`src/rtl/mtrp_pkg.sv`:
```
package mtrp_pkg;

  // Result status codes.
  localparam logic [2:0] ST_OK        = 3'd0;
  localparam logic [2:0] ST_BAD_TRANS = 3'd1;
  localparam logic [2:0] ST_BAD_PROTO = 3'd2;
  localparam logic [2:0] ST_BAD_UNIT  = 3'd3;
  localparam logic [2:0] ST_BAD_LEN   = 3'd4;
  localparam logic [2:0] ST_EXCEPTION = 3'd5;

  // Result kinds.
  localparam logic KIND_DATA   = 1'b0;
  localparam logic KIND_STATUS = 1'b1;

  // Function codes that decode data.
  localparam logic [6:0] FC_READ_COILS  = 7'd1;
  localparam logic [6:0] FC_READ_INPUTS = 7'd2;
  localparam logic [6:0] FC_READ_HOLD   = 7'd3;
  localparam logic [6:0] FC_READ_INREG  = 7'd4;

  // Result queue between the parser and the output channel.
  localparam int QUEUE_DEPTH = 8;
  localparam int QPTR_W      = $clog2(QUEUE_DEPTH);
  localparam int QCNT_W      = QPTR_W + 1;

  typedef struct packed {
    logic [7:0]  rx_byte;
    logic        frame_start;
    logic [15:0] expected_transaction;
    logic [6:0]  expected_function;
    logic [10:0] requested_amount;
  } in_item_t;

  typedef struct packed {
    logic        item_kind;
    logic [15:0] data_word;
    logic [4:0]  bit_count;
    logic [2:0]  status;
    logic [7:0]  exception_code;
    logic        last;
  } out_item_t;

  // Up to two results per byte; when both are pushed, item0 comes first.
  typedef struct packed {
    logic      push0;
    logic      push1;
    out_item_t item0;
    out_item_t item1;
  } parse_res_t;

endpackage

```
`src/rtl/mtrp_ifs.sv`:
```
interface mtrp_in_if;
  logic        valid;
  logic        ready;
  logic [7:0]  rx_byte;
  logic        frame_start;
  logic [15:0] expected_transaction;
  logic [6:0]  expected_function;
  logic [10:0] requested_amount;

  modport source (
    output valid, rx_byte, frame_start, expected_transaction, expected_function,
           requested_amount,
    input  ready
  );
  modport sink (
    input  valid, rx_byte, frame_start, expected_transaction, expected_function,
           requested_amount,
    output ready
  );
endinterface

interface mtrp_out_if;
  logic        valid;
  logic        ready;
  logic        item_kind;
  logic [15:0] data_word;
  logic [4:0]  bit_count;
  logic [2:0]  status;
  logic [7:0]  exception_code;
  logic        last;

  modport source (
    output valid, item_kind, data_word, bit_count, status, exception_code, last,
    input  ready
  );
  modport sink (
    input  valid, item_kind, data_word, bit_count, status, exception_code, last,
    output ready
  );
endinterface

```
`src/rtl/mtrp_parser.sv`:
```
module mtrp_parser #(
  parameter int MAX_FRAME_BYTES = 512
) (
  input  logic                  clk,
  input  logic                  rst_n,
  input  logic                  item_valid,
  input  mtrp_pkg::in_item_t    item,
  input  logic [7:0]            unit_id,
  output mtrp_pkg::parse_res_t  res
);

  localparam logic [9:0] POS_TID_HI  = 10'd0;
  localparam logic [9:0] POS_TID_LO  = 10'd1;
  localparam logic [9:0] POS_PID_HI  = 10'd2;
  localparam logic [9:0] POS_PID_LO  = 10'd3;
  localparam logic [9:0] POS_LEN_HI  = 10'd4;
  localparam logic [9:0] POS_LEN_LO  = 10'd5;
  localparam logic [9:0] POS_UNIT    = 10'd6;
  localparam logic [9:0] POS_FUNC    = 10'd7;
  localparam logic [9:0] POS_COUNT   = 10'd8;
  localparam logic [9:0] POS_MAX     = 10'd1023;
  localparam logic [16:0] FRAME_LIM  = 17'(MAX_FRAME_BYTES);

  logic [9:0]  pos_r, pos_nxt, pos_e;
  logic [15:0] rem_r, rem_nxt, rem_e, rem_dec;
  logic [7:0]  saved_r, saved_nxt, saved_e;
  logic        exc_r, exc_nxt, exc_e;
  logic        failed_r, failed_nxt, failed_e;
  logic [10:0] ud_r, ud_nxt, ud_e;
  logic [10:0] left;
  logic [3:0]  cnt;
  logic [7:0]  mask;
  logic        is_reg_read, is_bit_read;
  logic        data_emit, stat_emit;
  logic [2:0]  stat_code;
  logic [7:0]  stat_exc;
  mtrp_pkg::out_item_t data_item, stat_item;

  always_comb begin
    // A frame start clears the frame state before the byte is looked at.
    pos_e    = item.frame_start ? '0 : pos_r;
    rem_e    = item.frame_start ? '0 : rem_r;
    saved_e  = item.frame_start ? '0 : saved_r;
    exc_e    = item.frame_start ? 1'b0 : exc_r;
    failed_e = item.frame_start ? 1'b0 : failed_r;
    ud_e     = item.frame_start ? '0 : ud_r;

    pos_nxt    = pos_e;
    rem_nxt    = rem_e;
    saved_nxt  = saved_e;
    exc_nxt    = exc_e;
    failed_nxt = failed_e;
    ud_nxt     = ud_e;

    rem_dec     = rem_e - 16'd1;
    left        = item.requested_amount - ud_e;
    cnt         = (left < 11'd8) ? left[3:0] : 4'd8;
    mask        = 8'((9'd1 << cnt) - 9'd1);
    is_reg_read = (item.expected_function == mtrp_pkg::FC_READ_HOLD) ||
                  (item.expected_function == mtrp_pkg::FC_READ_INREG);
    is_bit_read = (item.expected_function == mtrp_pkg::FC_READ_COILS) ||
                  (item.expected_function == mtrp_pkg::FC_READ_INPUTS);

    data_emit = 1'b0;
    stat_emit = 1'b0;
    stat_code = mtrp_pkg::ST_OK;
    stat_exc  = '0;
    data_item = '0;
    data_item.item_kind = mtrp_pkg::KIND_DATA;

    if (!(failed_e || (pos_e >= POS_FUNC && rem_e == 16'd0))) begin
      pos_nxt = (pos_e < POS_MAX) ? pos_e + 10'd1 : POS_MAX;
      case (pos_e)
        POS_TID_HI: begin
          saved_nxt = item.rx_byte;
        end
        POS_TID_LO: begin
          if ({saved_e, item.rx_byte} != item.expected_transaction) begin
            stat_emit = 1'b1;
            stat_code = mtrp_pkg::ST_BAD_TRANS;
          end
        end
        POS_PID_HI, POS_PID_LO: begin
          if (item.rx_byte != 8'd0) begin
            stat_emit = 1'b1;
            stat_code = mtrp_pkg::ST_BAD_PROTO;
          end
        end
        POS_LEN_HI: begin
          rem_nxt = {item.rx_byte, 8'd0};
        end
        POS_LEN_LO: begin
          rem_nxt = {rem_e[15:8], item.rx_byte};
        end
        POS_UNIT: begin
          if (item.rx_byte != unit_id) begin
            stat_emit = 1'b1;
            stat_code = mtrp_pkg::ST_BAD_UNIT;
          end else if (rem_e < 16'd3 || (17'(rem_e) + 17'd6) > FRAME_LIM) begin
            stat_emit = 1'b1;
            stat_code = mtrp_pkg::ST_BAD_LEN;
          end else begin
            rem_nxt = rem_e - 16'd1;
          end
        end
        default: begin
          rem_nxt = rem_dec;
          if (pos_e == POS_FUNC) begin
            if (item.rx_byte == {1'b1, item.expected_function}) exc_nxt = 1'b1;
          end else if (pos_e == POS_COUNT) begin
            if (exc_e) saved_nxt = item.rx_byte;
          end else if (!exc_e) begin
            if (is_reg_read) begin
              // Data byte index is position minus nine, so an odd position
              // holds the high byte of a register.
              if (pos_e[0]) begin
                saved_nxt = item.rx_byte;
              end else if (ud_e < item.requested_amount) begin
                ud_nxt              = ud_e + 11'd1;
                data_emit           = 1'b1;
                data_item.data_word = {saved_e, item.rx_byte};
                data_item.bit_count = 5'd16;
              end
            end else if (is_bit_read) begin
              if (ud_e < item.requested_amount) begin
                ud_nxt              = ud_e + 11'(cnt);
                data_emit           = 1'b1;
                data_item.data_word = {8'd0, item.rx_byte & mask};
                data_item.bit_count = 5'(cnt);
              end
            end
          end
          if (rem_dec == 16'd0) begin
            stat_emit = 1'b1;
            stat_code = exc_nxt ? mtrp_pkg::ST_EXCEPTION : mtrp_pkg::ST_OK;
            stat_exc  = exc_nxt ? saved_nxt : 8'd0;
          end
        end
      endcase
      if (stat_emit && stat_code != mtrp_pkg::ST_OK &&
          stat_code != mtrp_pkg::ST_EXCEPTION) begin
        failed_nxt = 1'b1;
      end
    end

    stat_item                = '0;
    stat_item.item_kind      = mtrp_pkg::KIND_STATUS;
    stat_item.status         = stat_code;
    stat_item.exception_code = stat_exc;
    stat_item.last           = 1'b1;

    res.push0 = item_valid && (data_emit || stat_emit);
    res.push1 = item_valid && data_emit && stat_emit;
    res.item0 = data_emit ? data_item : stat_item;
    res.item1 = stat_item;
  end

  always_ff @(posedge clk) begin
    if (!rst_n) begin
      pos_r    <= '0;
      rem_r    <= '0;
      saved_r  <= '0;
      exc_r    <= 1'b0;
      failed_r <= 1'b0;
      ud_r     <= '0;
    end else if (item_valid) begin
      pos_r    <= pos_nxt;
      rem_r    <= rem_nxt;
      saved_r  <= saved_nxt;
      exc_r    <= exc_nxt;
      failed_r <= failed_nxt;
      ud_r     <= ud_nxt;
    end
  end

  // A second result is only ever the frame status that follows a data item.
  assert property (@(posedge clk) disable iff (!rst_n)
    res.push1 |-> (res.push0 && res.item1.last &&
                   res.item0.item_kind == mtrp_pkg::KIND_DATA))
    else $error("second result is not a status after data");

  // Once a frame has failed, nothing more comes until the next frame start.
  assert property (@(posedge clk) disable iff (!rst_n)
    (failed_r && item_valid && !item.frame_start) |-> !res.push0)
    else $error("result emitted on a dead frame");

  // Every data item carries at least one valid bit and at most a full word.
  assert property (@(posedge clk) disable iff (!rst_n)
    (res.push0 && res.item0.item_kind == mtrp_pkg::KIND_DATA) |->
      (res.item0.bit_count != 5'd0 && res.item0.bit_count <= 5'd16))
    else $error("data item with a bad bit count");

endmodule

```
`src/rtl/modbus_tcp_response_parser.sv`:
```
// Modbus TCP response parser.
// The input channel (in_ch) carries one received byte per beat, together
// with the frame-start flag and the expected transaction id, function code
// and requested amount of the outstanding request. The result channel
// (out_ch) carries data items (register words or groups of up to eight coil
// bits) and exactly one status item with last set at the end of each frame,
// or at the first header error. The unit id register is written through
// cfg_we and cfg_wdata; the user must write it only while the block is idle,
// which the block does not enforce; it resets to 1. An accepted byte is
// registered, parsed in the following cycle and its results are written to
// an eight-entry result queue. The first result of a byte is offered once
// it has passed the input register and the parse stage has written it into
// the queue. One byte is taken every cycle as long as the queue, beyond the
// results that the byte in the parse stage may add, still has room for two
// more; a byte gives at most two results. That allows at most four queued
// results with a byte in the parse stage and at most six without one.
// When the receiver stalls, results wait in the queue and in_ch.ready drops
// once the queue holds more than that; nothing is lost. Reset empties the
// queue and the input register, clears the frame state so that the next byte
// is taken as the first byte of a frame, and sets the unit id back to 1.
module modbus_tcp_response_parser #(
  parameter int MAX_FRAME_BYTES = 512
) (
  input  logic               clk,
  input  logic               rst_n,
  mtrp_in_if.sink            in_ch,
  mtrp_out_if.source         out_ch,
  input  logic               cfg_we,
  input  logic [7:0]         cfg_wdata
);

  localparam int                      DEPTH  = mtrp_pkg::QUEUE_DEPTH;
  localparam int                      PTR_W  = mtrp_pkg::QPTR_W;
  localparam int                      CNT_W  = mtrp_pkg::QCNT_W;
  localparam logic [CNT_W-1:0]        ROOM_LIMIT = CNT_W'(DEPTH - 2);

  logic [7:0]           unit_id_r;
  logic                 s1_valid_r;
  mtrp_pkg::in_item_t   s1_item_r;
  mtrp_pkg::parse_res_t res;
  logic                 in_acc, out_acc;

  // Result queue.
  mtrp_pkg::out_item_t  q_mem [DEPTH];
  logic [PTR_W-1:0]     wr_ptr_r, wr_ptr_nxt, rd_ptr_r, rd_ptr_nxt;
  logic [CNT_W-1:0]     count_r, count_nxt, pending;
  mtrp_pkg::out_item_t  head;

  // Room is judged against the byte already in the parse stage, so the queue
  // never has to refuse a result.
  assign pending     = count_r + (s1_valid_r ? CNT_W'(2) : CNT_W'(0));
  assign in_ch.ready = (pending <= ROOM_LIMIT);
  assign in_acc      = in_ch.valid && in_ch.ready;

  always_ff @(posedge clk) begin
    if (!rst_n) begin
      unit_id_r <= 8'd1;
    end else if (cfg_we) begin
      unit_id_r <= cfg_wdata;
    end
  end

  // Input register stage.
  always_ff @(posedge clk) begin
    if (!rst_n) begin
      s1_valid_r <= 1'b0;
    end else begin
      s1_valid_r <= in_acc;
    end
  end

  always_ff @(posedge clk) begin
    if (in_acc) begin
      s1_item_r.rx_byte              <= in_ch.rx_byte;
      s1_item_r.frame_start          <= in_ch.frame_start;
      s1_item_r.expected_transaction <= in_ch.expected_transaction;
      s1_item_r.expected_function    <= in_ch.expected_function;
      s1_item_r.requested_amount     <= in_ch.requested_amount;
    end
  end

  mtrp_parser #(
    .MAX_FRAME_BYTES (MAX_FRAME_BYTES)
  ) u_parser (
    .clk        (clk),
    .rst_n      (rst_n),
    .item_valid (s1_valid_r),
    .item       (s1_item_r),
    .unit_id    (unit_id_r),
    .res        (res)
  );

  // Output side: the head of the queue is offered directly.
  assign head                  = q_mem[rd_ptr_r];
  assign out_ch.valid          = (count_r != '0);
  assign out_ch.item_kind      = head.item_kind;
  assign out_ch.data_word      = head.data_word;
  assign out_ch.bit_count      = head.bit_count;
  assign out_ch.status         = head.status;
  assign out_ch.exception_code = head.exception_code;
  assign out_ch.last           = head.last;
  assign out_acc               = out_ch.valid && out_ch.ready;

  always_comb begin
    wr_ptr_nxt = wr_ptr_r + PTR_W'(res.push0) + PTR_W'(res.push1);
    rd_ptr_nxt = rd_ptr_r + PTR_W'(out_acc);
    count_nxt  = count_r + CNT_W'(res.push0) + CNT_W'(res.push1) - CNT_W'(out_acc);
  end

  always_ff @(posedge clk) begin
    if (!rst_n) begin
      wr_ptr_r <= '0;
      rd_ptr_r <= '0;
      count_r  <= '0;
    end else begin
      wr_ptr_r <= wr_ptr_nxt;
      rd_ptr_r <= rd_ptr_nxt;
      count_r  <= count_nxt;
    end
  end

  always_ff @(posedge clk) begin
    if (res.push0) begin
      q_mem[wr_ptr_r] <= res.item0;
    end
    if (res.push1) begin
      q_mem[PTR_W'(wr_ptr_r + PTR_W'(1))] <= res.item1;
    end
  end

  // The queue never overflows.
  assert property (@(posedge clk) disable iff (!rst_n)
    count_r <= CNT_W'(DEPTH))
    else $error("result queue overflow");

  // A byte in the parse stage always finds room for both of its results.
  assert property (@(posedge clk) disable iff (!rst_n)
    s1_valid_r |-> (count_r <= ROOM_LIMIT))
    else $error("parse stage active without queue room");

  // An accepted beat reaches the parse stage on the next cycle.
  assert property (@(posedge clk) disable iff (!rst_n)
    in_acc |=> s1_valid_r)
    else $error("accepted beat did not enter the parse stage");

  // Results only appear when a byte was in the parse stage.
  assert property (@(posedge clk) disable iff (!rst_n)
    (count_r == '0 && !s1_valid_r) |=> (count_r == '0))
    else $error("result appeared without a parsed byte");

endmodule
```
`src/flat_wrapper.sv`:
```
// flat-port wrapper written by rule: the top's interface ports become plain ports
module modbus_tcp_response_parser_flat 
#(
  parameter int MAX_FRAME_BYTES = 512
)
  (clk, rst_n, cfg_we, cfg_wdata, in_ch_valid, in_ch_rx_byte, in_ch_frame_start, in_ch_expected_transaction, in_ch_expected_function, in_ch_requested_amount, in_ch_ready, out_ch_valid, out_ch_item_kind, out_ch_data_word, out_ch_bit_count, out_ch_status, out_ch_exception_code, out_ch_last, out_ch_ready);
  mtrp_in_if in_ch_i ();
  mtrp_out_if out_ch_i ();
  input  logic clk;
  input  logic rst_n;
  input  logic cfg_we;
  input  logic [7:0] cfg_wdata;
  input wire logic [$bits(in_ch_i.valid)-1:0] in_ch_valid;
  input wire logic [$bits(in_ch_i.rx_byte)-1:0] in_ch_rx_byte;
  input wire logic [$bits(in_ch_i.frame_start)-1:0] in_ch_frame_start;
  input wire logic [$bits(in_ch_i.expected_transaction)-1:0] in_ch_expected_transaction;
  input wire logic [$bits(in_ch_i.expected_function)-1:0] in_ch_expected_function;
  input wire logic [$bits(in_ch_i.requested_amount)-1:0] in_ch_requested_amount;
  output wire logic [$bits(in_ch_i.ready)-1:0] in_ch_ready;
  output wire logic [$bits(out_ch_i.valid)-1:0] out_ch_valid;
  output wire logic [$bits(out_ch_i.item_kind)-1:0] out_ch_item_kind;
  output wire logic [$bits(out_ch_i.data_word)-1:0] out_ch_data_word;
  output wire logic [$bits(out_ch_i.bit_count)-1:0] out_ch_bit_count;
  output wire logic [$bits(out_ch_i.status)-1:0] out_ch_status;
  output wire logic [$bits(out_ch_i.exception_code)-1:0] out_ch_exception_code;
  output wire logic [$bits(out_ch_i.last)-1:0] out_ch_last;
  input wire logic [$bits(out_ch_i.ready)-1:0] out_ch_ready;
  assign in_ch_i.valid = in_ch_valid;
  assign in_ch_i.rx_byte = in_ch_rx_byte;
  assign in_ch_i.frame_start = in_ch_frame_start;
  assign in_ch_i.expected_transaction = in_ch_expected_transaction;
  assign in_ch_i.expected_function = in_ch_expected_function;
  assign in_ch_i.requested_amount = in_ch_requested_amount;
  assign in_ch_ready = in_ch_i.ready;
  assign out_ch_valid = out_ch_i.valid;
  assign out_ch_item_kind = out_ch_i.item_kind;
  assign out_ch_data_word = out_ch_i.data_word;
  assign out_ch_bit_count = out_ch_i.bit_count;
  assign out_ch_status = out_ch_i.status;
  assign out_ch_exception_code = out_ch_i.exception_code;
  assign out_ch_last = out_ch_i.last;
  assign out_ch_i.ready = out_ch_ready;
  modbus_tcp_response_parser #(.MAX_FRAME_BYTES(MAX_FRAME_BYTES)) u_core (.clk(clk), .rst_n(rst_n), .in_ch(in_ch_i), .out_ch(out_ch_i), .cfg_we(cfg_we), .cfg_wdata(cfg_wdata));
endmodule
```
`config.mk`:
```
export PLATFORM = sky130hd
export DESIGN_NAME = modbus_tcp_response_parser_flat
export DESIGN_NICKNAME = d
export VERILOG_FILES = /design/src/rtl/mtrp_pkg.sv /design/src/rtl/mtrp_ifs.sv /design/src/rtl/mtrp_parser.sv /design/src/rtl/modbus_tcp_response_parser.sv /design/src/flat_wrapper.sv
export SDC_FILE = /design/constraint.sdc
export NUM_CORES = 1
export LEC_CHECK = 0
export BUFFER_PORTS_ARGS = -buffer_cell sky130_fd_sc_hd__buf_2
export CAP_MARGIN = 20
export CORE_MARGIN = 2
export CORE_UTILIZATION = 35
export DETAILED_ROUTE_END_ITERATION = 8
export SYNTH_ARGS = -nofsm -noshare
export SYNTH_HDL_FRONTEND = slang
export SYNTH_SLANG_ARGS = --single-unit
export TNS_END_PERCENT = 30
```
`constraint.sdc`:
```
create_clock -name clk -period 7.5 [get_ports clk]
set_input_delay 1.125 -clock clk [delete_from_list [all_inputs] [get_ports clk]]
set_output_delay 1.125 -clock clk [all_outputs]
set_load 0.02 [all_outputs]
```
==> flow_metrics.tcl <==
set metrics [dict create \
    synth.area.top_cells "dfxtp_1 24%, edfxtp_1 20%, mux4_2 7.4%" \
    hold_path.class "reg2reg" \
    io_pins 92 \
    rows 87 \
    holdBufCountCts 0 \
    syn_avg_cell_area_sq_um 9.32 \
    via_count 16390 \
    vias_per_cell 5.59 \
    final_area_sq_um 22300 \
    cts_resized 0 \
    start_util_pct 35.4 \
    p_leak_uw 0.00762 \
    reg2reg_to "u_core.u_parser.ud_r[8]$_SDFFE_PN0P_" \
    ctsHtreeMaxLevel 2 \
    drt-total-wl_um 60700 \
    ys.flop_type "dfxtp_1" \
    maxSlewViolCount 0 \
    hold_depth 2 \
    syn-num-nets 2241 \
    regToRegSetupSlack_ps 1420 \
    synthToLayoutAreaGrowth_pct 11.5 \
    ys_ff_latch 373 \
    setup_viol 0 \
    path_class "reg2reg" \
    postPlaceCellArea_sq_um 21000 \
    gp_congestion 0.891 \
    end_kind "flop" \
    die_h_um 243 \
    async_flop_share_pct 0 \
    drtPass1Iterations 5 \
    worst_pin_slew_ps 1100 \
    reg2reg_depth 22 \
    synth_top_area_share_pct 24.2 \
    layout.nets 2242 \
    crit_path_end "u_core.u_parser.ud_r[8]$_SDFFE_PN0P_" \
    max_freq_ghz 0.164 \
    irDropWorstVdd_mv 0.206 \
    holdWs_ps 439 \
    synth_largest_area_cell "dfxtp_1" \
    seq_power_share_pct 41.5 \
    clock_latency_ps 580 \
    switching_power_uw 1900 \
    fp.dieArea_sq_um 59000 \
    port_buffers 91 \
    root_buffer "clkbuf_16" \
    outcome "complete, no violations" \
    ant_nets 0 \
    grt_overflow 0 \
    p_sw_share_pct 33.2 \
    maxCapViolations 0 \
    drtIter0Drc 1470 \
    synth_enable_flop_cells 131 \
    cp.arrival_ps 6510 \
    cts_buffer_depth 3 \
    setup.worst_path.start "u_core.s1_item_r[34]$_DFFE_PP_" \
    grt_max_degree 47 \
    crit_required_ps 7930 \
    synthDistinctLibCells 97 \
    clkPwrFrac_pct 34.1 \
    cts_setup_buffers 0 \
    crit-reg2reg-launch "u_core.s1_item_r[34]$_DFFE_PP_" \
    hold_violations 0 \
    clkSinkCount 373 \
    combPwrFrac_pct 24.4 \
    antenna_found_initial 1 \
    synthCells 2143 \
    wl_per_cell_um 20.7 \
    post-route-period-util_pct 81.1 \
    rsz0062_at_grt "false" \
    grt_pass1_vias 16090 \
    startpoint_type "flop" \
    dp_hpwl_um 39900 \
    tns_ps 0 \
    critical_path_peak_fanout 28 \
    drive_above_1_share_pct 16.2 \
    cts_tree "yes" \
    power_uw 5730 \
    utilization_pct 39.5 \
    p_per_area_nw_per_um2 257 \
    synth_area_sq_um 20000 \
    p_int_uw 3830 \
    clock_skew_ps 20.0 \
    layout_common_cells "297 x nand2_1, 239 x dfxtp_1, 206 x nand3_1" \
    core_sq_um 56400 \
    clkSlewWorstSetupHoldPaths_ps 60 \
    remaining_drc_errors 0 \
    period_minus_slack_ps 6080 \
    final_common_cell "nand2_1" \
    ys_warn_count 0 \
    cts_buffers 42 \
    seq_area_frac_synth_pct 43.9 \
    dieWidth_um 243 \
    relSlewSlack_pct 26.1 \
    grt_use_total_pct 20.2 \
    grt_pass1_wl_um 94000 \
]
how the worst min path moves through the flow:
stage                                    startpoint                         endpoint  slack, ps
finish              u_core.q_mem[2][0]$_SDFFE_PP1P_  u_core.q_mem[2][0]$_SDFFE_PP1P_        440
floorplan           u_core.q_mem[2][0]$_SDFFE_PP1P_  u_core.q_mem[2][0]$_SDFFE_PP1P_        420
CTS                 u_core.q_mem[7][0]$_SDFFE_PP1P_  u_core.q_mem[7][0]$_SDFFE_PP1P_        440
global placement    u_core.q_mem[1][0]$_SDFFE_PP1P_  u_core.q_mem[1][0]$_SDFFE_PP1P_        430
global route        u_core.q_mem[7][0]$_SDFFE_PP1P_  u_core.q_mem[7][0]$_SDFFE_PP1P_        460
detailed placement  u_core.q_mem[7][0]$_SDFFE_PP1P_  u_core.q_mem[7][0]$_SDFFE_PP1P_        430
Yosys cell counts (all sizes together), types with 7 or more instances:
cell,n
nand2,306
dfxtp,242
o21ai,232
nand3,207
nor2,175
edfxtp,131
clkbuf,95
buf,81
a21oi,66
mux4,66
inv,49
mux2,44
xnor2,39
ha,37
nand4,25
nor3,24
nor2b,22
nor4,20
and3,17
a31oi,16
o211ai,16
mux2i,15
and2,14
nand2b,13
xor2,13
a21o,12
nand3b,11
a211oi,10
a22o,9
o21a,7
o311ai,7
or3,7
power groups by stage:
stage | combinational [uW] | clock, uW | sequential, uW
CTS | 1390 | 1990 | 2380
global placement | 1370 | 0 | 2420
detailed placement | 1380 | 0 | 2420
floorplan | 1110 | 0 | 2280
finish | 1400 | 1950 | 2380
global route | 1520 | 2070 | 2390
per-stage QoR:
stage | instances | setup slack [ps]
final | 2934 | 1420
after global routing | 2934 | 915
after CTS | 2930 | 1450
after detailed placement | 2853 | 1520
after global placement | 2851 | 1660
after floorplan | 2143 | 1890
logic make-up (layout without fill, tap and decap cells):
group	Yosys count	count (layout)	share of synthesized area [%]
AO/OA/AOI/OAI	453	453	14.6
XOR/XNOR	52	52	2.28
adder cells (fa/ha/maj)	42	42	2.82
buffers and inverters	227	261	4.82
flip-flops	373	373	43.9
multiplexers	125	125	10.7
other	0	1	0
AND/OR/NAND/NOR	871	871	20.9
layout make-up:
class                   instances  area (sq um)
well taps                     756           946
multi-input cells            1543         10300
flip-flops and latches        373          8790
inverters                      51           191
repair buffers                133           796
diodes                          1          2.50
clock inverters                24           145
clock buffers                  53          1130
fillers                      5635         34100
sequential cells by signal, indices dropped and copies added, names as in the netlist:
name                      count
u_core.q_mem                264
u_core.s1_item_r             43
u_core.u_parser.rem_r        16
u_core.u_parser.ud_r         11
u_core.u_parser.pos_r        10
u_core.u_parser.saved_r       8
u_core.unit_id_r              8
u_core.count_r                4
u_core.rd_ptr_r               3
u_core.wr_ptr_r               3
u_core.s1_valid_r             1
u_core.u_parser.exc_r         1
u_core.u_parser.failed_r      1
routing by layer:
| layer | vias to the layer above | GRT usage [%] | share of wire, % |
|---|---|---|---|
| li1 | 7746 | - | - |
| met1 | 7994 | 27.2 | 44 |
| met2 | 558 | 33.3 | 47 |
| met3 | 92 | 3.49 | 6.6 |
| met4 | 0 | 5.97 | 2.3 |
| met5 | - | 0 | 0 |
worst max-delay path: stages, from the launching register on:
cell	delay (ps)
edfxtp_1	390
buf_4	240
nor2b_1	550
ha_1	270
inv_1	60
fa_1	450
a21o_1	200
a21oi_1	200
o311ai_0	170
mux2i_1	160
nor3_2	500
nand2_1	450
nor2_1	280
nand2_1	100
fa_1	430
inv_1	70
a21oi_1	50
nor2_1	80
o21ai_0	130
a2111oi_1	700
nand3_1	190
xnor2_1	180
nor2_1	50
No activity file was read; power rests on OpenSTA's default activity.
